==> src/gpio_rb_pkg.sv <==
// Shared constants for the GPIO register block: pin count, stream field layout,
// register word offsets and access codes. No dependencies.

package gpio_rb_pkg;

  // Pin count, 32 to 60
  localparam int NumPins = 60;

  // Fixed field widths
  localparam int CmdW    = 1;
  localparam int OffW    = 6;
  localparam int DataW   = 32;
  localparam int PinBusW = 60;

  // Slave stream tdata: word_offset, write_data, pin_levels, padded to bytes
  localparam int InOffLsb  = 0;
  localparam int InDataLsb = InOffLsb + OffW;
  localparam int InLvlLsb  = InDataLsb + DataW;
  localparam int InUsedW   = InLvlLsb + PinBusW;
  localparam int InTdataW  = ((InUsedW + 7) / 8) * 8;

  // Master stream tdata: read_data, drive_levels, drive_enables, pull up, pull down
  localparam int OutTdataW = DataW + 4 * PinBusW;

  // Function-select words: ten 3-bit fields each
  localparam int FselFieldW = 3;
  localparam int FselPerWord = 10;
  localparam int FselBitsW  = FselFieldW * FselPerWord;
  localparam int FselWords  = (NumPins + FselPerWord - 1) / FselPerWord;
  localparam int FselIdxW   = $clog2(FselWords);

  localparam logic [FselFieldW-1:0] FselOutput = 3'd1;

  // Access kinds
  localparam logic [CmdW-1:0] CmdRead  = 1'b0;
  localparam logic [CmdW-1:0] CmdWrite = 1'b1;

  // Register word offsets
  localparam logic [OffW-1:0] OffFsel0    = 6'd0;
  localparam logic [OffW-1:0] OffFselLast = 6'd5;
  localparam logic [OffW-1:0] OffSet0     = 6'd7;
  localparam logic [OffW-1:0] OffSet1     = 6'd8;
  localparam logic [OffW-1:0] OffClr0     = 6'd10;
  localparam logic [OffW-1:0] OffClr1     = 6'd11;
  localparam logic [OffW-1:0] OffLev0     = 6'd13;
  localparam logic [OffW-1:0] OffLev1     = 6'd14;
  localparam logic [OffW-1:0] OffPull     = 6'd37;
  localparam logic [OffW-1:0] OffPullClk0 = 6'd38;
  localparam logic [OffW-1:0] OffPullClk1 = 6'd39;

  // Pull codes
  localparam logic [1:0] PullDown = 2'd1;
  localparam logic [1:0] PullUp   = 2'd2;

  // Field bits of a function-select word that belong to existing pins
  function automatic logic [FselBitsW-1:0] fsel_mask(input logic [FselIdxW-1:0] w);
    logic [FselBitsW-1:0] m;
    m = '0;
    for (int i = 0; i < FselPerWord; i++) begin
      if (int'(w) * FselPerWord + i < NumPins) begin
        m[i*FselFieldW +: FselFieldW] = '1;
      end
    end
    return m;
  endfunction

endpackage

==> src/gpio_register_block_core.sv <==
// GPIO register block: word-addressed function select, output latch, level and
// pull registers behind a stream interface. Depends on gpio_rb_pkg.
//
// Usage: each slave-stream transfer is one 32-bit bus access. tuser carries the
// access kind (read or write); tdata carries the word offset, the write data and
// the sampled pin levels. Every access yields exactly one master-stream transfer
// holding the read word (zero for writes and write-only words) together with
// the output latch, output-enable and pull masks as they stand after the access.
// The result is valid in the cycle after the slave transfer, and while the
// receiver takes results an access can be taken every cycle: the single result
// register is refilled in the same cycle it is drained. Register state updates
// when the access is taken. Reset clears all function selects, the output latch,
// the pull code and the latched pulls, and empties the result register. While
// the receiver stalls, the held result keeps its value and s_axis_tready_o falls,
// so no access is taken until the result has gone.

module gpio_register_block_core (
  input  logic                              clk_i,
  input  logic                              rst_ni,
  input  logic                              s_axis_tvalid_i,
  output logic                              s_axis_tready_o,
  // [5:0] word_offset, [37:6] write_data, [97:38] pin_levels, rest zero
  input  logic [gpio_rb_pkg::InTdataW-1:0]  s_axis_tdata_i,
  // [0] command
  input  logic [gpio_rb_pkg::CmdW-1:0]      s_axis_tuser_i,
  output logic                              m_axis_tvalid_o,
  input  logic                              m_axis_tready_i,
  // [31:0] read_data, [91:32] drive_levels, [151:92] drive_enables,
  // [211:152] pull_up_mask, [271:212] pull_down_mask
  output logic [gpio_rb_pkg::OutTdataW-1:0] m_axis_tdata_o
);
  import gpio_rb_pkg::*;

  logic                 in_fire;
  logic [OffW-1:0]      word;
  logic [DataW-1:0]     data;
  logic [PinBusW-1:0]   levels;
  logic [63:0]          lo_wide;
  logic [63:0]          hi_wide;
  logic [63:0]          lvl_wide;
  logic [FselIdxW-1:0]  fsel_idx;
  logic                 fsel_hit;

  logic [FselBitsW-1:0] fsel_q [FselWords];
  logic [FselBitsW-1:0] fsel_d [FselWords];
  logic [NumPins-1:0]   latch_q, latch_d;
  logic [1:0]           pull_ctl_q, pull_ctl_d;
  logic [NumPins-1:0]   up_q, up_d;
  logic [NumPins-1:0]   dn_q, dn_d;
  logic [NumPins-1:0]   en;
  logic [DataW-1:0]     rd;

  logic                 out_valid_q;
  logic [OutTdataW-1:0] out_data_q;

  assign s_axis_tready_o = !out_valid_q || m_axis_tready_i;
  assign in_fire         = s_axis_tvalid_i && s_axis_tready_o;

  assign word     = s_axis_tdata_i[InOffLsb +: OffW];
  assign data     = s_axis_tdata_i[InDataLsb +: DataW];
  assign levels   = s_axis_tdata_i[InLvlLsb +: PinBusW];
  assign lo_wide  = {32'b0, data};
  assign hi_wide  = {data, 32'b0};
  assign lvl_wide = {{(64 - NumPins){1'b0}}, levels[NumPins-1:0]};
  assign fsel_idx = word[FselIdxW-1:0];
  assign fsel_hit = int'(word) < FselWords;

  always_comb begin
    fsel_d     = fsel_q;
    latch_d    = latch_q;
    pull_ctl_d = pull_ctl_q;
    up_d       = up_q;
    dn_d       = dn_q;
    rd         = '0;
    if (s_axis_tuser_i == CmdWrite) begin
      unique case (word) inside
        [OffFsel0:OffFselLast]: begin
          if (fsel_hit) begin
            fsel_d[fsel_idx] = data[FselBitsW-1:0] & fsel_mask(fsel_idx);
          end
        end
        OffSet0:     latch_d = latch_q | lo_wide[NumPins-1:0];
        OffSet1:     latch_d = latch_q | hi_wide[NumPins-1:0];
        OffClr0:     latch_d = latch_q & ~lo_wide[NumPins-1:0];
        OffClr1:     latch_d = latch_q & ~hi_wide[NumPins-1:0];
        OffPull:     pull_ctl_d = data[1:0];
        OffPullClk0: begin
          up_d = (up_q & ~lo_wide[NumPins-1:0])
               | (lo_wide[NumPins-1:0] & {NumPins{pull_ctl_q == PullUp}});
          dn_d = (dn_q & ~lo_wide[NumPins-1:0])
               | (lo_wide[NumPins-1:0] & {NumPins{pull_ctl_q == PullDown}});
        end
        OffPullClk1: begin
          up_d = (up_q & ~hi_wide[NumPins-1:0])
               | (hi_wide[NumPins-1:0] & {NumPins{pull_ctl_q == PullUp}});
          dn_d = (dn_q & ~hi_wide[NumPins-1:0])
               | (hi_wide[NumPins-1:0] & {NumPins{pull_ctl_q == PullDown}});
        end
        default: ;
      endcase
    end else begin
      unique case (word) inside
        [OffFsel0:OffFselLast]: begin
          if (fsel_hit) begin
            rd = DataW'(fsel_q[fsel_idx]);
          end
        end
        OffLev0: rd = lvl_wide[31:0];
        OffLev1: rd = lvl_wide[63:32];
        OffPull: rd = {30'b0, pull_ctl_q};
        default: ;
      endcase
    end
  end

  // Output enables follow the function selects after this access
  always_comb begin
    for (int p = 0; p < NumPins; p++) begin
      en[p] = fsel_d[p / FselPerWord][(p % FselPerWord) * FselFieldW +: FselFieldW]
              == FselOutput;
    end
  end

  always_ff @(posedge clk_i or negedge rst_ni) begin
    if (!rst_ni) begin
      for (int w = 0; w < FselWords; w++) begin
        fsel_q[w] <= '0;
      end
      latch_q    <= '0;
      pull_ctl_q <= '0;
      up_q       <= '0;
      dn_q       <= '0;
    end else if (in_fire) begin
      fsel_q     <= fsel_d;
      latch_q    <= latch_d;
      pull_ctl_q <= pull_ctl_d;
      up_q       <= up_d;
      dn_q       <= dn_d;
    end
  end

  always_ff @(posedge clk_i or negedge rst_ni) begin
    if (!rst_ni) begin
      out_valid_q <= 1'b0;
    end else if (s_axis_tready_o) begin
      out_valid_q <= s_axis_tvalid_i;
    end
  end

  // Hold the result while the receiver stalls
  always_ff @(posedge clk_i) begin
    if (in_fire) begin
      out_data_q <= {PinBusW'(dn_d), PinBusW'(up_d), PinBusW'(en),
                     PinBusW'(latch_d), rd};
    end
  end

  assign m_axis_tvalid_o = out_valid_q;
  assign m_axis_tdata_o  = out_data_q;

endmodule

==> config.mk <==
export PLATFORM = sky130hd
export DESIGN_NAME = gpio_register_block_core
export DESIGN_NICKNAME = d
export VERILOG_FILES = /design/src/gpio_rb_pkg.sv /design/src/gpio_register_block_core.sv
export SDC_FILE = /design/constraint.sdc
export NUM_CORES = 1
export LEC_CHECK = 0
export BUFFER_PORTS_ARGS = -buffer_cell sky130_fd_sc_hd__buf_4
export CORE_MARGIN = 2
export CORE_UTILIZATION = 40
export CTS_CLUSTER_SIZE = 12
export DETAILED_ROUTE_END_ITERATION = 16
export GPL_ROUTABILITY_DRIVEN = 0
export GPL_TIMING_DRIVEN = 0
export REMOVE_ABC_BUFFERS = 1
export SLEW_MARGIN = 30
export SYNTH_ARGS = -nofsm -noshare
export SYNTH_HDL_FRONTEND = slang
export SYNTH_SLANG_ARGS = --single-unit
==> constraint.sdc <==
create_clock -name clk_i -period 16.4 [get_ports clk_i]
set_input_delay 1.64 -clock clk_i [delete_from_list [all_inputs] [get_ports clk_i]]
set_output_delay 1.64 -clock clk_i [all_outputs]
set_load 0.01 [all_outputs]
# Word level (Yosys, flattened, before mapping)
# Cells that the tools add are included.
# word_totals
ff_bits	635
out_inout_bits	274
word_cells	192
# classes
addsub	9
n_mul	1
order_cmp	15
n_eq_ne	71
n_mux	57
n_bitwise	20
reduce_logical	6
# ops
operator	n
2-to-1 mux 180 bit	3
bitwise AND 60 bit	8
OR 60 bit	5
< comparator 32 x 7 -> 1 bit (second input constant)	9
case mux 60 bit (2 select lines)	2
case mux 60 bit (4 select lines)	1
bitwise mux 180 bit	1
equality test 3 x 1 -> 1 bit (second input constant)	60
2-to-1 mux 60 bit	3
adder 32 x 4 -> 32 bit (second input constant)	4
case mux 32 bit (4 select lines)	1
bitwise AND 32 x 60 -> 60 bit	2
2-to-1 mux 3 bit	40
2-to-1 mux 30 bit	4
binary-select mux 30 bit (select 3 bit)	1
demux 30 bit (select 3 bit)	1
adder 32 x 3 -> 32 bit (second input constant)	2
inverter 32 -> 60 bit	1
inverter 60 bit	1
OR 60 x 32 -> 60 bit	1
adder 32 x 2 -> 32 bit (second input constant)	1
adder 32 x 5 -> 32 bit (second input constant)	1
bitwise AND 30 bit	1
equality test 6 x 4 -> 1 bit (second input constant)	5
17 further kinds	21

# Logic depth before layout (Yosys ltp)
# Gate-level depths: netlist (run 1).
# logic_depth
ltp_word	13
ltp_mapped	8
depth_no_buf	5

# Worst setup path before layout (run 1)
# Ideal clock, no wire load.
# synth_path
kind	input-to-reg
from	in s_axis_tvalid_i
to	reg latch_q[43]
setup_ns	0.083
arrival_ns	15.803
t_required_ns	16.317
setup_slack_ns	0.514
stages	5
cell_sequence	clkinv_1 -> nor2_1 -> nand3_1 -> clkbuf_1 -> o21ai_0
# synth_between
elab_chain_cells	1
# synth_rtl
element	line_no	source
from (decl)	gpio_register_block_core.sv:20	input logic s_axis_tvalid_i,
logical AND 1 bit	gpio_register_block_core.sv:57	assign in_fire = s_axis_tvalid_i && s_axis_tready_o;
net in_fire	gpio_register_block_core.sv:34	logic in_fire;
to (signal assigned)	gpio_register_block_core.sv:135	latch_q <= latch_d;
to (decl)	gpio_register_block_core.sv:46	logic [NumPins-1:0] latch_q, latch_d;
# The timed path passes the listed nets, and every way through them passes these cells.
# A chain may end at the register's enable or synchronous reset.

# Worst setup path after layout (run 1)
# layout_path
from	in m_axis_tready_i
to	out s_axis_tready_o
# layout_between
elab_chain_cells	1
# layout_rtl
element	line_no	source
from (decl)	gpio_register_block_core.sv:27	input logic m_axis_tready_i,
logical OR 1 bit	gpio_register_block_core.sv:56	assign s_axis_tready_o = !out_valid_q || m_axis_tready_i;
to (decl)	gpio_register_block_core.sv:21	output logic s_axis_tready_o,
# No other way between the ends.

==> impl_metrics.toml, run 1 <==
[die]
die_area_sq_um = 72400
overall_die_height_um = 269
std_cell_rows = 97
pin_count = 383
floorplan.initialDensity_pct = 40.3
die_width_um = 269
design.core.area_sq_um = 69800

[cts]
cts.path.max_buffers = 3
root_buffer = "sky130_fd_sc_hd__clkbuf_16"
tritoncts = "yes"
cts_inserted_buffers = 72
postCtsSetupRepairBufs = 0
clock_insertion_delay_worst_skew_ps = 620
cts-htree-levels = 3
cts_num_sinks = 635
postCtsResizedCells = 0
worst_setup_hold_path_clk_slew_ps = 60
cts_hold_buffers = 0

[timing]
timing.max_slew.rel_slack_pct = 30.5
post-route-period-util_pct = 28.5
setup_tns_ps = 0
upper_clock_frequency_limit_mhz = 214
setup-violations-final = 0
time_the_final_worst_path_needs_with_i_o_delays_and_setup_ps = 4680
worstMarginPinSlew_ps = 1040
slew_viol_final = 0
final.setup_skew_ps = 24.2
rsz0062_at_grt = "false"
timing_hold_violations_final = 0

[min_path]
timing.hold.worst.class = "register to register"
timing.hold.worst_path_depth = 1

[placed_design]
dpl.hpwl_mm = 62.0
portBuffers = 376
placed_cells = 3455

[pwr]
static-leakage-power_nw = 14.9
vdd_drop_max_mv = 0.0678
finalPower_w = 0.00375
power_density_nw_per_um2 = 106

[yosys]
syn_inst = 2252
syn-mean-instance-area_sq_um = 12.5
synth.ff_latch_count = 635
synth_top_cells_by_area = "sky130_fd_sc_hd__dfrtp_1 (32%), sky130_fd_sc_hd__edfxtp_1 (29%), sky130_fd_sc_hd__mux2_2 (13%)"
synth_area_leader_cell = "sky130_fd_sc_hd__dfrtp_1"
post-synth-top-count-cell = "sky130_fd_sc_hd__dfrtp_1"
synth_seq_area_share_pct = 61.4
synth.yosys.warnings = 0
synth_async_sr_flop_share_pct = 57.2
netlist-cell-type-count = 53
post-synth-top-area-fraction_pct = 32.3
synthTopCellsByCount = "sky130_fd_sc_hd__dfrtp_1 (363), sky130_fd_sc_hd__mux2_2 (318), sky130_fd_sc_hd__o21ai_0 (297)"
synth_ff_type = "sky130_fd_sc_hd__dfrtp_1"
number_of_enable_type_register_cells_in_the_synthesized_netlist = 272
netlist_area_before_placement_sq_um = 28100

[setup_path]
timing.setup.critical_path_class = "primary input to output pin"
setup.worst_path.start_class = "primary input"
worstRegToRegCells = 9
setup.worst_path.end_class = "output pin"
critical_path.max_fanout = 9
worst_ep_required_time_ps = 14760
critPathArrivalTime_ps = 3040

[global_routing]
grt_start_max_net_pins = 102
grt_overflow = 0
gr-usage-all-layers_pct = 24.7
first_global_vias = 20126
grt_first_pass_wirelength_mm = 132
antenna_found_initial = 5

[route]
drt-total-wl_mm = 89.7
drt-pass1-iter-count = 5
dr.first_iter.drc_count = 1679
wl_per_cell_um = 25.0
via_count = 20363
number_of_nets_still_failing_antenna_checks_after_routing = 0
route.detailed.drc = 0
route.detailed.vias_per_inst = 5.67

[final_layout]
final_net_count = 2699
post_route_cells_drive_above_1_share_pct = 36.3
syn2layout_area_growth_pct = 25.4
instances_no_fill = 3589
num_antenna_cells = 0

[job]
max_cap_viol_count = 0

[status]
run_status = "finished, final reports clean"
[area by class of cell]
type | instances | area [sq um]
well taps | 940 | 1180
repair buffers | 457 | 4140
multi-input cells | 1409 | 10200
flip-flops and latches | 635 | 17300
clock buffers | 107 | 2120
clock inverters | 26 | 283
inverters | 15 | 56.3
fillers | 6016 | 34500
[where the power goes]
| part | switching [W] | internal, W |
|---|---|---|
| clock network | 0.000651 | 0.000989 |
| registers | 0.0000426 | 0.00174 |
| logic | 0.000190 | 0.000137 |
| total | 0.000884 | 0.00287 |
[registers in the layout (all words and copies together), names as in the netlist]
| register | count |
|---|---|
| pull_ctl_q | 2 |
| up_q | 60 |
| dn_q | 60 |
| fsel_q | 180 |
| m_axis_tvalid_o | 1 |
| m_axis_tdata_o | 272 |
| latch_q | 60 |
[logic make-up (layout without fill, tap and decap cells)]
family / count (synthesis) / count (layout) / share of synthesized area (%)
compound gates: 529 / 529 / 10.7
flops: 635 / 635 / 61.4
buf+inv: 208 / 605 / 3.01
mux: 384 / 384 / 16.4
simple gates: 496 / 496 / 8.53
[worst max-delay path, stage by stage]
cell                      delay [ps]
sky130_fd_sc_hd__buf_4           110
sky130_fd_sc_hd__nor2b_2         680
sky130_fd_sc_hd__inv_1           360
sky130_fd_sc_hd__buf_4           250
[layer usage]
metal  global-route usage [%]  vias to the layer above  wire, um
li1                         -                     9033         -
met1                     33.2                    10354     36900
met2                     39.5                      817     42800
met3                     5.42                      155      7070
met4                     9.02                        4      2970
met5                        0                        -        23
[worst paths after layout]
check | start | endpoint | slack (ps)
worst max-delay path | m_axis_tready_i | s_axis_tready_o | 11720
worst min-delay path | latch_q[36]$_DFFE_PN0P_ | latch_q[36]$_DFFE_PN0P_ | 500
min in group asynchronous | rst_ni | fsel_q[82]$_DFFE_PN0P_ | 960
worst max register to register | m_axis_tvalid_o$_DFFE_PN0N_ | fsel_q[52]$_DFFE_PN0P_ | 13180
worst min register to register | latch_q[36]$_DFFE_PN0P_ | latch_q[36]$_DFFE_PN0P_ | 500
max in group asynchronous | rst_ni | dn_q[24]$_DFFE_PN0P_ | 13850
[stage by stage]
step / hold slack [ps] / util [%] / instance area, sq um / setup WS [ps]
6_report: 499 / 50.5 / 35300 / 11720
5_1_grt: 517 / 50.5 / 35300 / 11730
4_1_cts: 497 / 50.4 / 35200 / 11770
3_5_place_dp: 482 / 47.0 / 32800 / 11470
3_3_place_gp: 476 / 44.9 / 31300 / -11450
2_1_floorplan: 466 / - / 27300 / -2460
[cells in the final DEF, fill, tap and decap left out, drive strengths merged, types with 17 or more instances in the layout]
| cell | count |
|---|---|
| dfrtp | 363 |
| clkinv | 19 |
| a22o | 19 |
| nor2 | 89 |
| edfxtp | 272 |
| nand3 | 91 |
| and2 | 39 |
| a221oi | 25 |
| nand2 | 174 |
| clkbuf | 107 |
| mux4 | 29 |
| buf | 457 |
| nor3 | 33 |
| mux2i | 33 |
| a31oi | 31 |
| o21ai | 298 |
| o31ai | 17 |
| mux2 | 322 |
| a21oi | 116 |
(Power assumes the default switching activity.)
==> run 2: changes to the inputs <==
clock period = 4.3 ns   (was 16.4 ns; I/O delays follow)
==> run 2 against run 1 <==
  * Power grew to 3.8 times the previous value
  * Clock skew rose by 1.1 ps
  * Sequential power increased to 3.8 times the previous value
  * Non-clock buffer count up 1
  * Die area is the same
  * Global-route usage about the same
  * Wire length grew 0.11%
  * Via count is 0.43% lower
  * First-iteration DRC count up 1.7%
  * Register-to-register slack worse by 12000 ps
  * Final cell count about the same
  * Sequential cell count stayed put
  * Critical endpoint is now fsel_q[52]$_DFFE_PN0P_
  * Largest power group unchanged
==> impl_metrics.toml, run 2 (same netlist as run 1, synthesis figures left out) <==
[route]
drt-pass1-iter-count = 5
route.detailed.vias_per_inst = 5.65
drt-total-wl_mm = 89.8
via_count = 20275
number_of_nets_still_failing_antenna_checks_after_routing = 0
wl_per_cell_um = 25.0
route.detailed.drc = 0
dr.first_iter.drc_count = 1707

[timing]
worstMarginPinSlew_ps = 1030
setup_tns_ps = 0
final.setup_skew_ps = 25.2
rsz0062_at_grt = "false"
post-route-period-util_pct = 74.4
timing.max_slew.rel_slack_pct = 31.1
time_the_final_worst_path_needs_with_i_o_delays_and_setup_ps = 3200
final_critical_path_setup_slack_ps = 1100
slew_viol_final = 0
setup-violations-final = 0
upper_clock_frequency_limit_mhz = 312
timing_hold_violations_final = 0

[job]
max_cap_viol_count = 0

[cts]
cts-htree-levels = 3
tritoncts = "yes"
clock_insertion_delay_worst_skew_ps = 620
root_buffer = "sky130_fd_sc_hd__clkbuf_16"
worst_setup_hold_path_clk_slew_ps = 50
cts.path.max_buffers = 3
cts_inserted_buffers = 72
cts_num_sinks = 635

[die]
floorplan.initialDensity_pct = 40.3
design.core.area_sq_um = 69800
die_width_um = 269
overall_die_height_um = 269
std_cell_rows = 97
die_area_sq_um = 72400
pin_count = 383

[setup_path]
setup.worst_path.start_class = "register"
reg2reg_slack_ps = 1100
worst_ep_required_time_ps = 4790
setup.worst_path.end_class = "register"
timing.setup.critical_path_class = "register to register"
critPathArrivalTime_ps = 3690
critical_path.max_fanout = 9

[final_layout]
utilization_pct = 50.5
syn2layout_area_growth_pct = 25.4
layout_commonest_cell = "sky130_fd_sc_hd__buf_4"
most_frequent_cells_in_the_layout = "sky130_fd_sc_hd__buf_4 (388), sky130_fd_sc_hd__dfrtp_1 (363), sky130_fd_sc_hd__mux2_2 (318), sky130_fd_sc_hd__o21ai_0 (297), sky130_fd_sc_hd__edfxtp_1 (272)"
largest_register_ff_count = 272
instances_no_fill = 3591
final_net_count = 2700
post_route_cells_drive_above_1_share_pct = 36.3

[placed_design]
place_worst_setup_slack_ps = 585
portBuffers = 376
dpl.hpwl_mm = 62.0
placed_cells = 3455

[pwr]
vdd_drop_max_mv = 0.259
power_density_nw_per_um2 = 406
finalPower_w = 0.0143
static-leakage-power_nw = 14.9

[min_path]
timing.hold.worst.class = "primary input to register"

[global_routing]
grt_first_pass_wirelength_mm = 132
first_global_vias = 20132
antenna_found_initial = 5
grt_start_max_net_pins = 102
gr-usage-all-layers_pct = 24.7
grt_overflow = 0

[status]
run_status = "finished, final reports clean"
run 2: cell count changes in the layout (fill, tap and decap cells not counted), sizes merged:
cell / change
diode: +1
dlygate4sd3: +1
run 2: worst paths after layout:
kind	cells after the start	start	endpoint
setup / recovery	9	m_axis_tvalid_o$_DFFE_PN0N_	fsel_q[52]$_DFFE_PN0P_
hold / removal	2	s_axis_tdata_i[36]	latch_q[30]$_DFFE_PN0P_
setup reg to reg	9	m_axis_tvalid_o$_DFFE_PN0N_	fsel_q[52]$_DFFE_PN0P_
hold reg to reg	1	latch_q[36]$_DFFE_PN0P_	latch_q[36]$_DFFE_PN0P_
max in group asynchronous	5	rst_ni	latch_q[57]$_DFFE_PN0P_
min in group asynchronous	2	rst_ni	fsel_q[82]$_DFFE_PN0P_
run 2: what timing repair did:
action / 4_1_cts / 5_1_grt
buffers inserted: 0 / 0
gates resized for setup: 0 / 0
endpoints found under the hold margin: 63 / 0
hold buffers: 1 / 0
run 2: report_power, final:
group          leakage [nW]  internal, W  switching, W
Sequential             7.69      0.00664      0.000162
Combinational          6.04     0.000524      0.000728
Clock                  1.18      0.00377       0.00249
run 2: critical path: stages (launching register included):
cell	delay (ps)
sky130_fd_sc_hd__dfrtp_1	410
sky130_fd_sc_hd__nor2b_2	300
sky130_fd_sc_hd__inv_1	280
sky130_fd_sc_hd__nand3_1	180
sky130_fd_sc_hd__nor4_2	590
sky130_fd_sc_hd__buf_4	280
sky130_fd_sc_hd__buf_2	220
sky130_fd_sc_hd__buf_2	220
sky130_fd_sc_hd__buf_2	220
sky130_fd_sc_hd__mux2_2	350
run 2: through the flow:
stage / cell area [sq um] / hold WS [ps]
finish: 35300 / 68.8
global route: 35300 / 67.4
CTS: 35200 / 37.3
detailed placement: 32800 / 408
global placement: 31300 / 476
floorplan: 27300 / 134
run 2: cell type report:
class,count,area [sq um]
fill,6014,34500
timing repair buffer,458,4150
multi-input combinational,1409,10200
sequential,635,17300
clock buffer,107,2120
antenna,1,2.50
inverter,15,56.3
clock inverter,26,283
tap,940,1180
run 2: layer usage:
| metal | up-vias | share of wire [%] | global-route usage, % |
|---|---|---|---|
| met4 | 4 | 3.3 | 9.02 |
| met3 | 158 | 7.4 | 5.42 |
| met5 | - | 0.027 | 0 |
| met2 | 780 | 48 | 39.5 |
| li1 | 9023 | - | - |
| met1 | 10310 | 42 | 33.2 |
==> run 3: changes to the inputs <==
clock period = 2.75 ns   (was 4.3 ns; I/O delays follow)
==> run 3 against run 2 <==
  * Worst hold slack lost 41 ps
  * Largest cell class unchanged
  * Sequential cell count unchanged
  * Critical path type is now primary input to register
  * Final cell count increased by 0.36%
  * Via count rose by 0.22%
  * Non-clock buffer count grew 14
  * Clock power rose by 56%
  * Sequential power grew 56%
  * Die area unchanged
  * Power rose by 56%
  * Core utilization rose by 0.20 points
==> impl_metrics.toml, run 3 (same netlist as run 1, synthesis figures left out) <==
[cts]
cts.path.max_buffers = 3
root_buffer = "sky130_fd_sc_hd__clkbuf_16"
clock_insertion_delay_worst_skew_ps = 620
cts_inserted_buffers = 72
worst_setup_hold_path_clk_slew_ps = 60
tritoncts = "yes"
cts-htree-levels = 3
cts_num_sinks = 635

[final_layout]
n_fill_cell = 6006
instances_no_fill = 3604
final_net_count = 2714
largest_register_ff_count = 272
area_of_the_multi_input_gates_sq_um = 10300
layout.cell_area.non_filler_sq_um = 35400
most_frequent_cells_in_the_layout = "sky130_fd_sc_hd__buf_4 (392), sky130_fd_sc_hd__dfrtp_1 (363), sky130_fd_sc_hd__mux2_2 (318), sky130_fd_sc_hd__o21ai_0 (297), sky130_fd_sc_hd__edfxtp_1 (272)"
layout_commonest_cell = "sky130_fd_sc_hd__buf_4"
utilization_pct = 50.7
num_antenna_cells = 0
post_route_cells_drive_above_1_share_pct = 36.3
regArea_sq_um = 17300
syn2layout_area_growth_pct = 25.9

[setup_path]
critPathArrivalTime_ps = 3060
worstSetupStartpoint = "s_axis_tdata_i[2]"
cp_num_cells = 6
timing.setup.critical_path_class = "primary input to register"
setup.worst_path.end_class = "register"
setup.worst_path.start_class = "primary input"
cell_family_with_most_cp_delay = "simple AND/OR/NAND/NOR gates"
critical_path.max_fanout = 18
worst_ep_required_time_ps = 3150
worst_path_largest_cell_delay_ps = 870
worst_r2r_startpoint = "m_axis_tvalid_o$_DFFE_PN0N_"
worstRegToRegCells = 9
crit_path_cell_trace = "buf_4 > nor4_2 > buf_2 > nand3_1 > or4b_2 > o41ai_1"
critPathBufInv = 2
worst_path_max_delay_cell = "sky130_fd_sc_hd__or4b_2"

[die]
floorplan.initialDensity_pct = 40.3
design.core.area_sq_um = 69800
std_cell_rows = 97
pin_count = 383
die_area_sq_um = 72400
die_width_um = 269
overall_die_height_um = 269

[timing]
time_the_final_worst_path_needs_with_i_o_delays_and_setup_ps = 2660
setup_tns_ps = 0
final_critical_path_setup_slack_ps = 94.4
timing.max_slew.rel_slack_pct = 33.8
worstMarginPinSlew_ps = 986
final.setup_skew_ps = 25.5
timing_hold_violations_final = 0
upper_clock_frequency_limit_mhz = 377
post-route-period-util_pct = 96.6
setup-violations-final = 0
slew_viol_final = 0
rsz0062_at_grt = "false"

[route]
via_count = 20319
route.detailed.drc = 0
dr.first_iter.drc_count = 1715
wl_per_cell_um = 25.0
route.detailed.vias_per_inst = 5.64
drt-total-wl_mm = 90.0
drt-pass1-iter-count = 6
number_of_nets_still_failing_antenna_checks_after_routing = 0

[status]
run_status = "finished, final reports clean"

[min_path]
timing.hold.worst.class = "primary input to register"
timing.hold.worst_path_depth = 2
hold_path_startpoint = "s_axis_tdata_i[20]"

[global_routing]
grt_first_pass_wirelength_mm = 132
grt_start_max_net_pins = 102
first_global_vias = 20171
antenna_found_initial = 5
grt_overflow = 0
gr-usage-all-layers_pct = 24.7

[pwr]
vdd_drop_max_mv = 0.405
power_density_nw_per_um2 = 633
static-leakage-power_nw = 15.0

[placed_design]
place_worst_setup_slack_ps = -810
placed_cells = 3455
dpl.hpwl_mm = 62.0
dpl_cell_area_sq_um = 32800
portBuffers = 376

[job]
max_cap_viol_count = 0
## run 3: cell types whose count changed in the layout (fill, tap and decap cells not counted), moves of 2 or more
cell and delta:
sky130_fd_sc_hd__clkbuf_8 +2, sky130_fd_sc_hd__buf_4 +4, sky130_fd_sc_hd__buf_6 -2, sky130_fd_sc_hd__dlygate4sd3_1 +11
## run 3: worst paths after layout
kind,end,slack (ps)
hold / removal,fsel_q[134]$_DFFE_PN0P_,30
max in group asynchronous,latch_q[57]$_DFFE_PN0P_,950
min in group asynchronous,fsel_q[82]$_DFFE_PN0P_,200
setup / recovery,m_axis_tdata_o[108]$_DFFE_PP_,90
setup reg to reg,fsel_q[52]$_DFFE_PN0P_,110
hold reg to reg,latch_q[36]$_DFFE_PN0P_,500
## run 3: power breakdown
part	switching, W	internal (W)
Combinational	0.00114	0.000832
Clock	0.00389	0.00590
Sequential	0.000253	0.0104
Total	0.00529	0.0171
## run 3: final cells by class
cell class	count	share of cell area [%]
clock inverter	26	0.799
clock buffer	107	5.98
tap	940	3.32
multi-input combinational	1409	29.0
sequential	635	48.7
inverter	15	0.163
timing repair buffer	472	12.0
## run 3: routing by layer
metal,vias up,global-route usage (%),part of all wire [%]
li1,9058,-,-
met1,10316,33.1,41
met2,779,39.3,48
met3,162,5.56,7.9
met4,4,9.26,3.3
met5,-,0,0.026
## run 3: through the flow
stage	total power, W	hold slack (ps)
after detailed placement	0.0128	253
after floorplan	0.0116	-20.6
after global placement	0.0127	476
after global routing	0.0232	17.9
final	0.0224	28.0
after CTS	0.0226	6.86
## run 3: what timing repair did
action	4_1_cts	5_1_grt
gates resized for setup	4	4
hold buffers	12	0
setup buffers	1	3
endpoints found under the setup margin	87	58
pin swaps	1	1
endpoints found under the hold margin	82	0
